File: src/rtl/sbd_pkg.sv
// Shared types and constants for the shuffle bag draw block.
// Used by sbd_ctrl, sbd_dp, the top level and the port checker.
// No dependencies.
package sbd_pkg;

  localparam int BAG_DEPTH   = 1024;
  localparam int IDX_W       = $clog2(BAG_DEPTH);
  localparam int CNT_W       = 11;
  localparam int DATA_W      = 32;
  localparam int RND_W       = 16;
  localparam int DIV_CNT_W   = $clog2(RND_W);
  localparam int MODE_W      = 3;
  localparam int STAT_W      = 2;
  localparam int IN_TDATA_W  = 48;
  localparam int OUT_TDATA_W = 48;
  localparam int OUT_PAD_W   = OUT_TDATA_W - DATA_W - CNT_W;

  localparam logic [CNT_W-1:0] BAG_SIZE_RST = CNT_W'(1024);
  localparam logic [CNT_W-1:0] DEPTH_CNT    = CNT_W'(BAG_DEPTH);

  typedef enum logic [MODE_W-1:0] {
    MODE_DRAW  = 3'd0,
    MODE_OPEN  = 3'd1,
    MODE_LOAD  = 3'd2,
    MODE_CLOSE = 3'd3,
    MODE_FILL  = 3'd4
  } mode_e;

  typedef enum logic [STAT_W-1:0] {
    STAT_OK     = 2'd0,
    STAT_REJECT = 2'd1,
    STAT_EMPTY  = 2'd2
  } status_e;

  // Commands from the controller to the datapath
  typedef struct packed {
    logic capture;
    logic div_step;
    logic grab_drawn;
    logic rd_last;
    logic wr_draw;
    logic open_load;
    logic close_load;
    logic load_val;
    logic err_empty;
    logic err_load;
    logic fill_step;
    logic fill_done;
    logic out_load;
  } cmd_t;

  // Status from the datapath to the controller
  typedef struct packed {
    logic [MODE_W-1:0] mode;
    logic              ccnt_zero;
    logic              load_ok;
    logic              fill_end;
    logic              div_last;
    logic              out_free;
  } stat_t;

endpackage

File: src/rtl/sbd_ctrl.sv
// Controller state machine for the shuffle bag draw block.
// Sequences draw, load and fill transactions; depends on sbd_pkg.
module sbd_ctrl (
  input  logic          clk_i,
  input  logic          rst_ni,
  input  logic          s_axis_tvalid,
  output logic          s_axis_tready,
  input  sbd_pkg::stat_t stat_i,
  output sbd_pkg::cmd_t  cmd_o
);

  typedef enum logic [7:0] {
    ST_IDLE    = 8'b0000_0001,
    ST_DECODE  = 8'b0000_0010,
    ST_DIV     = 8'b0000_0100,
    ST_RD_PICK = 8'b0000_1000,
    ST_RD_LAST = 8'b0001_0000,
    ST_WR      = 8'b0010_0000,
    ST_FILL    = 8'b0100_0000,
    ST_RESULT  = 8'b1000_0000
  } state_e;

  state_e state_q, state_d;

  always_ff @(posedge clk_i or negedge rst_ni) begin
    if (!rst_ni) begin
      state_q <= ST_IDLE;
    end else begin
      state_q <= state_d;
    end
  end

  always_comb begin
    state_d       = state_q;
    cmd_o         = '0;
    s_axis_tready = 1'b0;
    unique case (state_q)
      ST_IDLE: begin
        s_axis_tready = 1'b1;
        if (s_axis_tvalid) begin
          cmd_o.capture = 1'b1;
          state_d       = ST_DECODE;
        end
      end
      ST_DECODE: begin
        state_d = ST_RESULT;
        unique case (sbd_pkg::mode_e'(stat_i.mode))
          sbd_pkg::MODE_DRAW: begin
            if (stat_i.ccnt_zero) begin
              cmd_o.err_empty = 1'b1;
            end else begin
              state_d = ST_DIV;
            end
          end
          sbd_pkg::MODE_OPEN:  cmd_o.open_load = 1'b1;
          sbd_pkg::MODE_LOAD: begin
            if (stat_i.load_ok) begin
              cmd_o.load_val = 1'b1;
            end else begin
              cmd_o.err_load = 1'b1;
            end
          end
          sbd_pkg::MODE_CLOSE: cmd_o.close_load = 1'b1;
          sbd_pkg::MODE_FILL:  state_d = ST_FILL;
          default: ;
        endcase
      end
      ST_DIV: begin
        cmd_o.div_step = 1'b1;
        if (stat_i.div_last) begin
          state_d = ST_RD_PICK;
        end
      end
      // memory read of the picked entry is in flight
      ST_RD_PICK: state_d = ST_RD_LAST;
      ST_RD_LAST: begin
        cmd_o.grab_drawn = 1'b1;
        cmd_o.rd_last    = 1'b1;
        state_d          = ST_WR;
      end
      ST_WR: begin
        cmd_o.wr_draw = 1'b1;
        state_d       = ST_RESULT;
      end
      ST_FILL: begin
        if (stat_i.fill_end) begin
          cmd_o.fill_done = 1'b1;
          state_d         = ST_RESULT;
        end else begin
          cmd_o.fill_step = 1'b1;
        end
      end
      ST_RESULT: begin
        if (stat_i.out_free) begin
          cmd_o.out_load = 1'b1;
          state_d        = ST_IDLE;
        end
      end
      default: state_d = ST_IDLE;
    endcase
  end

endmodule

File: config.mk
export PLATFORM = sky130hd
export DESIGN_NAME = sbd_ctrl
export DESIGN_NICKNAME = d
export VERILOG_FILES = /design/src/rtl/sbd_pkg.sv /design/src/rtl/sbd_ctrl.sv
export SDC_FILE = /design/constraint.sdc
export NUM_CORES = 1
export LEC_CHECK = 0
export BUFFER_PORTS_ARGS = -buffer_cell sky130_fd_sc_hd__buf_4
export CAP_MARGIN = 5
export CELL_PAD_IN_SITES_DETAIL_PLACEMENT = 0
export CELL_PAD_IN_SITES_GLOBAL_PLACEMENT = 2
export CORE_UTILIZATION = 28
export CTS_CLUSTER_DIAMETER = 40
export DETAILED_ROUTE_END_ITERATION = 16
export GPL_ROUTABILITY_DRIVEN = 0
export MAX_ROUTING_LAYER = met4
export PLACE_DENSITY_LB_ADDON = 0.1
export SLEW_MARGIN = 10
export SYNTH_ARGS = -nofsm -noshare
export SYNTH_HDL_FRONTEND = slang
export SYNTH_SLANG_ARGS = --single-unit
File: constraint.sdc
create_clock -name clk_i -period 4.6 [get_ports clk_i]
set_clock_uncertainty 0.15 [all_clocks]
set_input_delay 0.23 -clock clk_i [delete_from_list [all_inputs] [get_ports clk_i]]
set_output_delay 0.23 -clock clk_i [all_outputs]
set_load 0.03 [all_outputs]
==> run_results.csv <==
group,metric,value,unit
routing,drc,0,
critical_path,crit_cells,5,
critical_path,critPathBufInv,1,
global_route,grtUsageTotal,14.1,%
critical_path,cp-start-kind,"register",
critical_path,endpoint,"cmd_o[5]",
sta,worstMarginPinSlew,0.429,ns
yosys,synthTopCellsByArea,"dfrtp_1 (28%), nor2_1 (7.2%), dfstp_2 (4.2%), nor4b_4 (3.8%), or3_4 (3.6%)",
critical_path,endpoint_kind,"output pin",
place,post-place-cells,120,
routing,drt_iter0_markers,12,
critical_path,max_stage_delay,0.58,ns
yosys,yosysSeqAreaShare,32.0,%
critical_path,worstReg2RegEnd,"state_q[3]",
critical_path,crit_fanout,9,
yosys,yosysMostFrequentCell,"nor2_1",
routing,wl_per_cell,12.6,microns
sta,finalMaxSlewViolations,0,
worst_hold_path,min-delay-start,"stat_i[0]",
die,core-area,2040,sq um
clocking,clk_pin_slew_worst_paths,0.07,ns
die,die_y,49.4,microns
die,die_area,2440,sq um
place,dp_hpwl,1230,microns
die,ioPinCount,25,
pwr,vdd_drop_max,0.172,mV
critical_path,reg2reg_depth,4,
global_route,grt_pass1_wl,2460,microns
sta,fin_ws,2.16,ns
sta,rsz0062_at_grt,"false",
clocking,cts-htree-levels,1,
clocking,clock_path_buffers,2,
finish,reg.largest.list,"state_q: 8 flops",
yosys,synth_ff_type,"dfrtp_1",
global_route,grt_pass1_vias,544,
routing,drt_wl_total,1580,microns
clocking,cts.sinks,8,
finish,final_cells,125,
finish,largest_reg_flops,8,
finish,nets,110,
place,io_buffers,24,
global_route,overflow,0,
yosys,synthDominantCellAreaShare,27.8,%
sta,whs,0.00920,ns
yosys,syn-num-nets,84,
critical_path,timing.rr.start,"state_q[7]",
critical_path,r2r_slack,2.72,ns
place,pre_cts_ws,2.41,ns
die,initial_core_util,30.8,%
routing,vias,609,
global_route,antenna_found_initial,0,
critical_path,critPathArrivalTime,2.06,ns
yosys,synth-edff-count,0,
critical_path,crit_type,"reg -> out",
yosys,synth.avg_cell_area,8.62,sq um
yosys,synth.distinct_cells,36,
die,die_x,49.4,microns
clocking,post-cts-setup-buffers,0,
clocking,cts_root_buf,"clkbuf_4",
clocking,cts_tree,"done",
finish,diodes,0,
global_route,grt_max_degree,10,
yosys,yosys_warnings,0,
critical_path,cp-startpoint,"state_q[4]",
sta,clock.fmax,0.410,GHz
die,rows,16,
clocking,cts.repair.resized,0,
yosys,synth.top_cells.by_count,"nor2_1 (12), dfrtp_1 (7), inv_1 (4)",
routing,ant_nets,0,
sta,fin_crit,2.44,ns
routing,drt_pass1_iterations,4,
clocking,cts_buffers,3,
worst_hold_path,min_path_type,"in -> reg",
yosys,synth_area,629,sq um
sta,finalCritPeriodShare,53.1,%
finish,area_delta_synth_final,36.6,%
yosys,async_flop_share,100,%
clocking,clk_latency,0.26,ns
sta,finalSetupViolCount,0,
finish,drive_gt1_share,37.8,%
finish,regMostFlops,"state_q",
routing,viasPerCell,4.87,
sta,tns,0,ns
sta,slew_headroom,71.2,%
yosys,yosysTopAreaCell,"dfrtp_1",
critical_path,crit_family,"simple AND/OR/NAND/NOR gates",
yosys,synthCells,73,
outcome,status,"completed",
sta,hold_viol,0,
pwr,power_leakage,0.403,nW
pwr,power.density,389,nW/um^2
run,cap_viol_max_count,0,
critical_path,crit_path_cell_trace,"or4_4 > nor3_2 > nand2_1 > nor3b_2 > buf_4",
yosys,synth-seq-cells,8,
critical_path,required,4.22,ns
critical_path,cpMaxStageDelayCell,"or4_4",
## cells by family after synthesis
| group | Yosys count | synth area share [%] |
|---|---|---|
| and+or+nand+nor | 45 | 47.9 |
| muxes | 1 | 1.59 |
| AOI/OAI and AO/OA | 8 | 8.75 |
| buffers and inverters | 8 | 5.57 |
| DFF | 8 | 32.0 |
| xor gates and xnor gates | 3 | 4.18 |
## worst register-to-register path, stage by stage, from the launching register on
cell and delay, ns:
dfrtp_1 0.43, or3_4 0.43, or3_4 0.38, nor4b_4 0.26, and2_1 0.17
## per-stage QoR
stage	util [%]	cell area, sq um	power, mW
3_3_place_gp	40.3	823	0.272
2_1_floorplan	-	629	0.226
6_report	42.1	860	0.334
3_5_place_dp	40.3	823	0.274
5_1_grt	42.1	860	0.356
4_1_cts	42.1	860	0.336
## how the worst min path moves through the flow
| stage | endpoint | slack [ns] | cells after the start |
|---|---|---|---|
| final | state_q[7] | 0.009 | 2 |
| after global routing | state_q[7] | 0.02 | 2 |
| after CTS | state_q[7] | 0.01 | 2 |
| after detailed placement | state_q[5] | -0.09 | 1 |
| after global placement | state_q[5] | -0.09 | 1 |
| after floorplan | state_q[1] | -0.22 | 0 |
## power breakdown
part           internal [mW]  total [mW]  switching (mW)  leakage [nW]
Clock                 0.0334      0.0621          0.0288        0.0150
Combinational         0.0780       0.167          0.0894         0.281
Sequential            0.0854       0.104          0.0190         0.107
Total                  0.197       0.334           0.137         0.403
## per-layer routing
layer / GRT usage (%) / vias to the layer above / routed length (microns) / share of wire (%)
li1: - / 312 / - / -
met1: 17.7 / 283 / 776 / 49
met2: 20.5 / 12 / 738 / 47
met3: 2.80 / 2 / 43 / 2.7
met4: 8.57 / 0 / 19 / 1.2
met5: - / - / 0 / 0
## cell usage in the layout (no fill, tap or decap), types with 2 or more instances in the layout
cell	count
a21oi_1	2
and2_1	3
and3_1	3
buf_4	24
clkbuf_4	3
dfrtp_1	7
inv_1	4
nand2_1	3
nand2b_1	3
nor2_1	12
nor3_1	3
nor3_2	2
nor4_1	2
or3_1	2
or3_4	2
xnor2_1	2
## layout make-up
type / instances / area [sq um]
clock buffer: 4 / 26.3
fill: 218 / 1180
inverter: 4 / 15.0
multi-input combinational: 57 / 393
sequential: 8 / 201
tap: 27 / 33.8
timing repair buffer: 25 / 190
## repair_timing
action / 4_1_cts / 5_1_grt
setup endpoints to repair: 0 / 0
hold buffers: 1 / 0
endpoints found under the hold margin: 8 / 0
Power figures use the tool's default switching activity.
